## src/rtl/rrv_pkg.sv

```systemverilog
// ============================================================================
// rrv_pkg: shared constants and types for the random vector rotation block
// Fixed-point formats, CORDIC angle table and the matrix bundle type.
// ============================================================================
package rrv_pkg;

    // Default parameter values
    localparam int DATA_WIDTH_DEF  = 24;
    localparam int ANGLE_WIDTH_DEF = 16;

    // Fixed field and internal widths
    localparam int MIX_W  = 16;   // pole mix, unsigned fraction
    localparam int TRIG_W = 32;   // sine / cosine, Q2.30
    localparam int ROOT_W = 30;   // sqrt(u(1-u)), Q30
    localparam int H_W    = 34;   // Householder entries, Q30 with headroom
    localparam int M_W    = 17;   // rotation matrix entries, Q15 in [-1,1]

    // CORDIC schedule: two micro-rotations per pipeline stage
    localparam int CORDIC_STEPS  = 16;
    localparam int CORDIC_STAGES = CORDIC_STEPS / 2;

    // Arctangents of 2^-i in 32-bit turn units
    localparam logic signed [31:0] TURN_ATAN [CORDIC_STEPS] = '{
        32'sd536870912, 32'sd316933406, 32'sd167458907, 32'sd85004756,
        32'sd42667331,  32'sd21354465,  32'sd10679838,  32'sd5340245,
        32'sd2670163,   32'sd1335087,   32'sd667544,    32'sd333772,
        32'sd166886,    32'sd83443,     32'sd41722,     32'sd20861
    };

    // Nine Q15 matrix entries, row major, entry 0 in the low slot
    typedef logic [8:0][M_W-1:0] mat_t;

endpackage

```

## src/rtl/rrv_root.sv

```systemverilog
// ============================================================================
// rrv_root: pipelined bitwise square root of u(1-u)
// Two result bits in the first stage, four in each of the seven others.
// ============================================================================
module rrv_root
    import rrv_pkg::*;
(
    input  logic             clk,
    input  logic             rst_n,
    input  logic             vld_i,
    input  logic [MIX_W-1:0] mix,
    output logic             vld_o,
    output logic [ROOT_W-1:0] w_o,
    output logic [MIX_W-1:0] mix_o
);

    localparam int NSTG = CORDIC_STAGES;
    localparam int RW   = 61;
    localparam int FIRST_STEPS = 2;
    localparam int STEPS = 4;

    logic [RW-1:0]     rem_reg  [NSTG];
    logic [ROOT_W-1:0] r_reg    [NSTG];
    logic [MIX_W-1:0]  mix_reg  [NSTG];
    logic [RW-1:0]     rem_next [NSTG];
    logic [ROOT_W-1:0] r_next   [NSTG];
    logic [NSTG-1:0]   vld_reg;
    logic [NSTG-1:0]   vld_next;

    // Restoring root steps, bit index counts down from the top
    always_comb
    begin
        logic [RW-1:0]     rem, trial;
        logic [ROOT_W-1:0] r;
        logic [33:0]       prod;
        int                k, bi;
        prod = 34'(mix) * (34'd65536 - 34'(mix));
        for (int st = 0; st < NSTG; st++)
        begin
            if (st == 0)
            begin
                rem = RW'(prod) << 28;
                r   = '0;
                vld_next[st] = vld_i;
            end
            else
            begin
                rem = rem_reg[st-1];
                r   = r_reg[st-1];
                vld_next[st] = vld_reg[st-1];
            end
            for (int j = 0; j < STEPS; j++)
            begin
                k  = (st == 0) ? j : FIRST_STEPS + (st - 1) * STEPS + j;
                bi = ROOT_W - 1 - k;
                if ((st != 0 || j < FIRST_STEPS) && bi >= 0)
                begin
                    trial = (RW'(r) << (bi + 1)) | (RW'(1) << (2 * bi));
                    if (rem >= trial)
                    begin
                        rem = rem - trial;
                        r   = r | (ROOT_W'(1) << bi);
                    end
                end
            end
            rem_next[st] = rem;
            r_next[st]   = r;
        end
    end

    always_ff @(posedge clk or negedge rst_n)
    begin
        if (!rst_n)
        begin
            vld_reg <= '0;
        end
        else
        begin
            vld_reg <= vld_next;
        end
    end

    always_ff @(posedge clk)
    begin
        for (int st = 0; st < NSTG; st++)
        begin
            rem_reg[st] <= rem_next[st];
            r_reg[st]   <= r_next[st];
            mix_reg[st] <= (st == 0) ? mix : mix_reg[(st == 0) ? 0 : st - 1];
        end
    end

    assign vld_o = vld_reg[NSTG-1];
    assign w_o   = r_reg[NSTG-1];
    assign mix_o = mix_reg[NSTG-1];

endmodule

```

## config.mk

```make
export PLATFORM = sky130hd
export DESIGN_NAME = rrv_root
export DESIGN_NICKNAME = d
export VERILOG_FILES = /design/src/rtl/rrv_pkg.sv /design/src/rtl/rrv_root.sv
export SDC_FILE = /design/constraint.sdc
export NUM_CORES = 2
export LEC_CHECK = 0
export BUFFER_PORTS_ARGS = -buffer_cell sky130_fd_sc_hd__buf_2
export CORE_ASPECT_RATIO = 1.75
export CORE_MARGIN = 3
export CORE_UTILIZATION = 36
export CTS_BUF_LIST = sky130_fd_sc_hd__clkbuf_16
export CTS_CLUSTER_DIAMETER = 60
export DETAILED_ROUTE_END_ITERATION = 10
export HOLD_SLACK_MARGIN = 0.02
export PLACE_DENSITY = 0.6
export SLEW_MARGIN = 20
export SYNTH_ARGS = -nofsm -noshare
export SYNTH_HDL_FRONTEND = slang
export SYNTH_SLANG_ARGS = --single-unit
```

## constraint.sdc

```tcl
create_clock -name clk -period 16 [get_ports clk]
set_input_delay 1.6 -clock clk [delete_from_list [all_inputs] [get_ports clk]]
set_output_delay 1.6 -clock clk [all_outputs]
set_load 0.02 [all_outputs]
```

==> impl_metrics.csv <==
group,metric,value,unit
run_status,outcome,"finished clean",
route,drt_first_pass_iters,5,
cts,post_cts_buffers,0,
sta,max_freq,66.5,MHz
global_routing,grt_max_degree,48,
cts,insertion_delay,0.70,ns
yosys,synth-seq-cells,524,
yosys,synth-main-ff-cell,"dfxtp_1",
sta,hold_slack,0.320,ns
hold_path,hold_path_class,"flop to flop",
route,ant_nets,0,
global_routing,grt_pass1_vias,56480,
critical_path,critPathMaxStageDelay,0.50,ns
finish,area_delta_synth_final,8.73,%
critical_path,endpoint,"r_reg[1][90]",
sta,hold_viol_final,0,
route,routedWlPerCell,19.9,um
yosys,syn-cell-area,58400,sq um
cts,numCtsBuffers,66,
sta,maxSlewHeadroom,26.6,%
die,die_x,311,um
place,finalWeightedCongestion,0.945,
die,io_pins,66,
critical_path,cp.required,16.54,ns
sta,drv_slew,0,
place,numPortBuffers,65,
critical_path,critPathLaunch,"r_reg[1][74]",
critical_path,cpMaxStageDelayCell,"dfxtp_1",
die,core-area,161000,sq um
route,via_per_inst,5.61,
cts,cts.clk_slew.worst_paths,0.06,ns
route,drtIter0Drc,2495,
finish,multiInputGateArea,44700,sq um
yosys,ys_warn_count,0,
yosys,synth_area_per_cell,7.78,sq um
critical_path,reg2reg_slack,0.96,ns
sta,rsz0062_at_grt,"no",
cts,root_buffer,"clkbuf_16",
finish,fill_cells,16636,
cts,clock_sinks,524,
finish,largest_reg_flops,260,
critical_path,path_buf_inv,5,
yosys,synth_edf_count,0,
critical_path,r2r-start,"r_reg[1][74]",
critical_path,end_kind,"flop",
cts,cts_tree,"built",
place,place_hpwl,161000,um
die,start_util,36.2,%
critical_path,critPathTopFamily,"compound AO/OA/AOI/OAI gates",
die,die_h,539,um
global_routing,grt_usage,22.4,%
critical_path,cp_common_cell,"a21oi_1",
yosys,syn_inst,7514,
finish,drive_above_1_share,5.76,%
sta,min_period_over_period,94.0,%
critical_path,start_kind,"flop",
global_routing,antenna_found_initial,9,
sta,finalSetupTns,0,ns
critical_path,reg2regPathDepth,56,
global_routing,grt_pass1_wl,301000,um
sta,fin_crit,15.04,ns
sta,worstMarginPinSlew,1.09,ns
yosys,yosysUniqueCellTypes,110,
finish,stdcell_area,63500,sq um
sta,finalSetupViolCount,0,
cts,cts_max_level,3,
finish,nets,8341,
place,post_dp_cell_area,61200,sq um
die,rows,195,
cts,clockBufferDepth,3,
critical_path,regToRegEndpoint,"r_reg[1][90]",
critical_path,crit_fanout,36,
route,vias,54516,
hold_path,min-delay-start,"mix_reg[1][0]",
sta,fin_skew,0.0452,ns
critical_path,crit_type,"flop to flop",
route,wl,193000,um
global_routing,overflow,0,
yosys,async_flop_share,1.53,%
critical_path,critical_path_depth,56,
yosys,ys_seq_area_share,18.0,%
route,drc_errors,0,
finish,seq_area,10500,sq um
die,dieArea,167000,sq um
job,drv_cap,0,
critical_path,crit_arrival,15.57,ns
==> cell type report <==
cell class | instances | share of cell area (%)
clock buffers | 67 | 2.64
multi-input cells | 6168 | 70.4
clock inverters | 50 | 0.983
repair buffers | 153 | 1.61
well taps | 2167 | 4.27
diodes | 5 | 0.0197
inverters | 592 | 3.50
flip-flops and latches | 524 | 16.6
==> timing repair <==
action | CTS | global route
gates resized for setup | 0 | 5
hold buffers | 0 | 0
setup endpoints to repair | 0 | 17
==> kinds of logic (layout without fill, tap and decap cells) <==
kind of cell	Yosys count	in the layout	share of synthesized area, %
DFF	524	524	18.0
and+or+nand+nor	2716	2716	24.0
muxes	82	82	1.52
AOI/OAI and AO/OA	1907	1907	21.1
buffers and inverters	834	862	5.58
adders and majority gates	817	817	20.3
other	2	19	0.0129
xor gates and xnor gates	632	632	9.48
==> stage by stage <==
stage	utilization, %	setup WS [ns]	std cells
after global routing	39.4	0.0498	9723
after CTS	39.4	0.635	9720
after floorplan	-	2.40	7526
after global placement	37.9	0.839	9603
after detailed placement	37.9	0.686	9603
final	39.4	0.964	9726
==> worst register-to-register path, delay by kind of cell (launching register included) <==
family | cells | cell delay (ns)
AOI/OAI and AO/OA | 28 | 7.19
adders and majority gates | 4 | 1.34
buffers and inverters | 5 | 1.49
DFF | 1 | 0.50
muxes | 1 | 0.31
and+or+nand+nor | 18 | 4.02
==> cell usage after synthesis (all sizes together) (72+ instances only) <==
library cell | count | area, sq um
a31oi | 83 | 519
buf | 73 | 405
nand3 | 176 | 886
a21o | 185 | 1390
o21ai | 381 | 1910
a21oi | 568 | 2850
nand2 | 605 | 2270
xor2 | 232 | 2040
and2 | 95 | 594
nor4 | 109 | 724
dfxtp | 516 | 10300
xnor2 | 400 | 3500
o31ai | 74 | 556
nor3 | 214 | 1080
nor2b | 141 | 882
o21a | 79 | 593
inv | 590 | 2210
ha | 602 | 7530
nor2 | 627 | 2360
clkbuf | 169 | 634
or3 | 72 | 460
nand4 | 108 | 688
fa | 215 | 4300
nand2b | 226 | 1410
==> worst min-delay path by stage <==
stage | depth (start not counted) | end
3_3_place_gp | 0 | mix_reg[0][30]
2_1_floorplan | 0 | mix_reg[0][17]
4_1_cts | 0 | mix_reg[1][16]
3_5_place_dp | 0 | mix_reg[1][40]
6_report | 0 | mix_reg[1][16]
5_1_grt | 0 | mix_reg[0][23]
==> cells in the final DEF, fill, tap and decap left out, types with 185 or more instances in the layout <==
cell type	count
o21ai_0	361
nor2_1	625
a21o_1	185
xnor2_1	400
xor2_1	231
a21oi_1	565
fa_1	215
dfxtp_1	516
nor3_1	211
nand2b_1	226
inv_1	588
nand2_1	604
ha_1	602
==> metal layers <==
metal,global-route usage [%],share of wire [%],vias up
met5,0,0,-
met4,17.4,8.4,0
met3,2.24,2.7,678
met2,45.7,56,1267
met1,19.5,33,25826
li1,-,-,26745
Power is not shown: default switching activity piles up to over one toggle a cycle in this logic, so the estimate is an artifact.
