<file path="config.mk">
export PLATFORM = sky130hd
export DESIGN_NAME = rrv_sincos
export DESIGN_NICKNAME = d
export VERILOG_FILES = /design/src/rtl/rrv_pkg.sv /design/src/rtl/rrv_sincos.sv
export SDC_FILE = /design/constraint.sdc
export NUM_CORES = 2
export LEC_CHECK = 0
export BUFFER_PORTS_ARGS = -buffer_cell sky130_fd_sc_hd__buf_4
export CAP_MARGIN = 40
export CORE_MARGIN = 10
export CORE_UTILIZATION = 35
export DETAILED_ROUTE_END_ITERATION = 8
export SETUP_SLACK_MARGIN = 0.4
export SLEW_MARGIN = 20
export SYNTH_ARGS = -nofsm -noshare
export SYNTH_HDL_FRONTEND = slang
export SYNTH_SLANG_ARGS = --single-unit
</file>
<file path="constraint.sdc">
create_clock -name clk -period 7.7 [get_ports clk]
set_input_delay 1.54 -clock clk [delete_from_list [all_inputs] [get_ports clk]]
set_output_delay 1.54 -clock clk [all_outputs]
set_load 0.03 [all_outputs]
</file>
<file path="src/rtl/rrv_pkg.sv">
// ============================================================================
// rrv_pkg: shared constants and types for the random vector rotation block
// Fixed-point formats, CORDIC angle table and the matrix bundle type.
// ============================================================================
package rrv_pkg;

    // Default parameter values
    localparam int DATA_WIDTH_DEF  = 24;
    localparam int ANGLE_WIDTH_DEF = 16;

    // Fixed field and internal widths
    localparam int MIX_W  = 16;   // pole mix, unsigned fraction
    localparam int TRIG_W = 32;   // sine / cosine, Q2.30
    localparam int ROOT_W = 30;   // sqrt(u(1-u)), Q30
    localparam int H_W    = 34;   // Householder entries, Q30 with headroom
    localparam int M_W    = 17;   // rotation matrix entries, Q15 in [-1,1]

    // CORDIC schedule: two micro-rotations per pipeline stage
    localparam int CORDIC_STEPS  = 16;
    localparam int CORDIC_STAGES = CORDIC_STEPS / 2;

    // Arctangents of 2^-i in 32-bit turn units
    localparam logic signed [31:0] TURN_ATAN [CORDIC_STEPS] = '{
        32'sd536870912, 32'sd316933406, 32'sd167458907, 32'sd85004756,
        32'sd42667331,  32'sd21354465,  32'sd10679838,  32'sd5340245,
        32'sd2670163,   32'sd1335087,   32'sd667544,    32'sd333772,
        32'sd166886,    32'sd83443,     32'sd41722,     32'sd20861
    };

    // Nine Q15 matrix entries, row major, entry 0 in the low slot
    typedef logic [8:0][M_W-1:0] mat_t;

endpackage

</file>
<file path="src/rtl/rrv_sincos.sv">
// ============================================================================
// rrv_sincos: pipelined CORDIC sine and cosine of a turn fraction
// Eight stages of two micro-rotations each, quadrant fold on the output.
// ============================================================================
module rrv_sincos
    import rrv_pkg::*;
#(
    parameter int ANGLE_WIDTH = ANGLE_WIDTH_DEF
)
(
    input  logic                     clk,
    input  logic                     rst_n,
    input  logic                     vld_i,
    input  logic [ANGLE_WIDTH-1:0]   turn,
    output logic                     vld_o,
    output logic signed [TRIG_W-1:0] cos_o,
    output logic signed [TRIG_W-1:0] sin_o
);

    localparam int CW = 34;
    localparam int ZW = 32;
    localparam logic signed [CW-1:0] GAIN = 34'sd652032874;

    logic signed [CW-1:0] x_reg  [CORDIC_STAGES];
    logic signed [CW-1:0] y_reg  [CORDIC_STAGES];
    logic signed [ZW-1:0] z_reg  [CORDIC_STAGES];
    logic [1:0]           q_reg  [CORDIC_STAGES];
    logic signed [CW-1:0] x_next [CORDIC_STAGES];
    logic signed [CW-1:0] y_next [CORDIC_STAGES];
    logic signed [ZW-1:0] z_next [CORDIC_STAGES];
    logic [1:0]           q_next [CORDIC_STAGES];
    logic [CORDIC_STAGES-1:0] vld_reg;
    logic [CORDIC_STAGES-1:0] vld_next;

    // Micro-rotations for every stage
    always_comb
    begin
        logic signed [CW-1:0] x, y, dx, dy;
        logic signed [ZW-1:0] z;
        logic [1:0]           q;
        logic [31:0]          phase;
        int                   i;
        phase = 32'(64'(turn) << (32 - ANGLE_WIDTH));
        for (int st = 0; st < CORDIC_STAGES; st++)
        begin
            if (st == 0)
            begin
                x = GAIN;
                y = '0;
                z = $signed({2'b00, phase[29:0]});
                q = phase[31:30];
                vld_next[st] = vld_i;
            end
            else
            begin
                x = x_reg[st-1];
                y = y_reg[st-1];
                z = z_reg[st-1];
                q = q_reg[st-1];
                vld_next[st] = vld_reg[st-1];
            end
            for (int j = 0; j < 2; j++)
            begin
                i  = 2 * st + j;
                dx = y >>> i;
                dy = x >>> i;
                if (!z[ZW-1])
                begin
                    x = x - dx;
                    y = y + dy;
                    z = z - TURN_ATAN[i];
                end
                else
                begin
                    x = x + dx;
                    y = y - dy;
                    z = z + TURN_ATAN[i];
                end
            end
            x_next[st] = x;
            y_next[st] = y;
            z_next[st] = z;
            q_next[st] = q;
        end
    end

    // Stage registers: valid bits reset, payload free running
    always_ff @(posedge clk or negedge rst_n)
    begin
        if (!rst_n)
        begin
            vld_reg <= '0;
        end
        else
        begin
            vld_reg <= vld_next;
        end
    end

    always_ff @(posedge clk)
    begin
        for (int st = 0; st < CORDIC_STAGES; st++)
        begin
            x_reg[st] <= x_next[st];
            y_reg[st] <= y_next[st];
            z_reg[st] <= z_next[st];
            q_reg[st] <= q_next[st];
        end
    end

    // Quadrant fold
    always_comb
    begin
        logic signed [CW-1:0] xl, yl;
        xl = x_reg[CORDIC_STAGES-1];
        yl = y_reg[CORDIC_STAGES-1];
        case (q_reg[CORDIC_STAGES-1])
            2'd0:
            begin
                cos_o = TRIG_W'(xl);
                sin_o = TRIG_W'(yl);
            end
            2'd1:
            begin
                cos_o = TRIG_W'(-yl);
                sin_o = TRIG_W'(xl);
            end
            2'd2:
            begin
                cos_o = TRIG_W'(-xl);
                sin_o = TRIG_W'(-yl);
            end
            default:
            begin
                cos_o = TRIG_W'(yl);
                sin_o = TRIG_W'(-xl);
            end
        endcase
    end

    assign vld_o = vld_reg[CORDIC_STAGES-1];

endmodule

</file>
==> key figures <==
STA
  – Final Skew: 36.6 ps
  – Fmax: 135 MHz
  – # setup viols final: 0
  – Measured slew at the worst slew-check pin: 888 ps
  – Ratio of final minimum period to clock period: 96.2%
  – Slew Limit Fails: 0
  – Final Critical Period: 7400 ps
  – Rel. slew slack: 40.4%
  – Endpoints failing hold: 0
  – Hold slack: 320 ps
  – Unrepaired setup endpoints after global routing: true

Place
  – Placed cell count: 16000
  – Hpwl dp: 232000 µm
  – PortBufs: 83
  – RD Place Congestion: 0.943

Layout
  – Fraction of layout cells with a size suffix above 1: 17.0%
  – Non-filler cells, final: 16300
  – Commonest non-fill, non-tap cell in the layout: ha_1
  – Layout Utilization: 42.6%
  – Commonest cells after routing, fill and taps aside: ha_1 (1231), buf_4 (1143), xnor2_1 (1137)
  – Final net count: 14100
  – Layout Area Growth over Synthesis: 21.2%

CTS
  – TritonCTS Buffers: 88
  – CTS Buffer Depth: 3
  – Cts-stage hold buffer count: 0
  – CTS clk-pin slew, worst paths: 60 ps
  – Sinks on Clock Net: 700
  – Clock Tree Root: clkbuf_16
  – Latest clock arrival within the worst-skew pair: 740 ps
  – H-tree depth: 3
  – TritonCTS clock tree: built

Global route
  – Initial antenna violation count: 2
  – GR Overflow Total: 0
  – M1 GR Usage: 26.2%
  – Met2 usage in global routing: 30.4%
  – Total Routing Usage GR: 19.0%
  – GR peak layer: met2
  – GRT met3 Usage: 1.79%
  – Vias in the first global route: 81600
  – First-pass GRT wire length: 442000 µm
  – Pin count of the biggest net entering global routing: 63

Setup path
  – Reg2reg start: x_reg[1][86]$_DFF_P_
  – Crit path launch type: register
  – Critical Path AT: 7990 ps
  – CP Depth: 36
  – Setup crit start: x_reg[1][86]$_DFF_P_
  – Reg2reg end: x_reg[1][133]$_DFF_P_
  – Register-to-register setup slack: 300 ps
  – CP top delay family: simple AND/OR/NAND/NOR gates
  – Reg2Reg Depth: 36
  – CP Capture Point: x_reg[1][133]$_DFF_P_
  – Critical path fanouts, max: 7
  – WS Path Type: register to register
  – CP Data Required Time: 8290 ps
  – Slowest CP cell: or4b_4
  – Crit end category: register
  – Worst path bufs/invs: 5
  – Slowest stage delay, CP: 560 ps

Routing
  – Drt pass-1 iters: 5
  – # DRC: 0
  – ANT nets after route: 0
  – Via density per instance: 5.40
  – Wire per inst: 17.3 µm
  – Routed wire length: 282000 µm
  – Detailed-route via count: 87900
  – Iteration-0 DRC Markers: 5875

Floorplanning
  – Die Footprint: 279000 µm²
  – Die Wd: 528 µm
  – Initial Util: 35.2%
  – FP Rows: 186
  – Core footprint: 257000 µm²
  – # IOs: 84
  – Chip Height: 528 µm

Synthesis
  – Syn nets: 13100
  – Asr flop ratio synth: 1.14%
  – Syn Area/Cell: 7.70 µm²
  – Most used DFF post-synth: dfxtp_1
  – Register area share after synthesis: 15.5%
  – Cells after Synth: 11700
  – Synth Warn #: 0
  – EDFF count, synth: 0
  – #FFs+latches synth: 700
  – Synth unique cells: 107
  – Mapped cell area: 90500 µm²

Flow run
  – Max-cap check violation count: 0

Min path
  – Type of the worst min-delay path: register to register

Status
  – Outcome: finished clean
==> synth_stat cells (105+ instances only) <==
cell type / n / area [µm²]
nor2b_1: 193 / 1210
nand2b_1: 202 / 1260
or3_1: 105 / 657
a21o_1: 467 / 3510
a21oi_1: 1214 / 6080
o21ai_0: 688 / 3440
nand3_1: 229 / 1150
a211oi_1: 119 / 893
xnor2_1: 1172 / 10300
ha_1: 1269 / 15900
o21a_1: 227 / 1700
o21bai_1: 123 / 923
clkbuf_1: 181 / 679
and3_1: 111 / 694
a31oi_1: 143 / 895
nor3_1: 321 / 1610
inv_1: 548 / 2060
dfxtp_1: 692 / 13900
nand2_1: 703 / 2640
nor2_1: 1119 / 4200
xor2_1: 488 / 4270
==> stage by stage <==
stage / instance area [µm²] / TNS [ps] / setup WS [ps]
floorplan: 90600 / 0 / 243
global placement: 102000 / -2950 / -487
detailed placement: 102000 / -1400 / -245
CTS: 106000 / 0 / 127
global route: 110000 / -203 / -73.1
finish: 110000 / 0 / 295
==> per-layer routing <==
| metal | up-vias | part of all wire, % |
|---|---|---|
| met3 | 422 | 4.3 |
| met1 | 40700 | 48 |
| met5 | - | 0 |
| met4 | 0 | 4.4 |
| li1 | 44900 | - |
| met2 | 1898 | 43 |
==> how the worst min path moves through the flow <==
stage	from	to	slack [ps]	cells after the start
after global routing	q_reg[1][2]$_DFF_P_	q_reg[1][4]$_DFF_P_	320	0
final	q_reg[1][2]$_DFF_P_	q_reg[1][4]$_DFF_P_	320	0
after floorplan	q_reg[0][0]$_DFF_P_	q_reg[0][2]$_DFF_P_	310	0
after detailed placement	q_reg[1][0]$_DFF_P_	q_reg[1][2]$_DFF_P_	310	0
after global placement	q_reg[0][2]$_DFF_P_	q_reg[0][4]$_DFF_P_	310	0
after CTS	q_reg[1][2]$_DFF_P_	q_reg[1][4]$_DFF_P_	320	0
==> cell type report <==
| cell class | instances | area [µm²] |
|---|---|---|
| fillers | 26100 | 147000 |
| repair buffers | 1189 | 9200 |
| clock inverters | 51 | 578 |
| multi-input cells | 10300 | 76900 |
| flip-flops and latches | 700 | 14100 |
| diodes | 1 | 2.50 |
| clock buffers | 115 | 2480 |
| well taps | 3384 | 4230 |
| inverters | 557 | 2120 |
==> kinds of logic (layout without fill, tap and decap cells) <==
group                    count (synthesis)  after routing  synth area share, %
XOR/XNOR                              1663           1663                 16.1
flip-flops                             700            700                 15.5
multiplexers                           124            124                 1.95
AO/OA/AOI/OAI                         3695           3696                 26.1
adder cells (fa/ha/maj)               1305           1305                 18.3
buffers and inverters                  779           1912                 3.24
other                                    0              1                    0
AND/OR/NAND/NOR                       3482           3482                 18.7
==> what timing repair did <==
action	in CTS	in global routing
buffers inserted	18	114
pin swaps	50	297
endpoints found under the hold margin	0	0
gates resized for setup	173	660
endpoints found under the setup margin	78	145
cloned	1	1
Power is left out: the tool's default activity adds up to more than one toggle a clock period on the data nets, which glitch-free logic cannot reach.
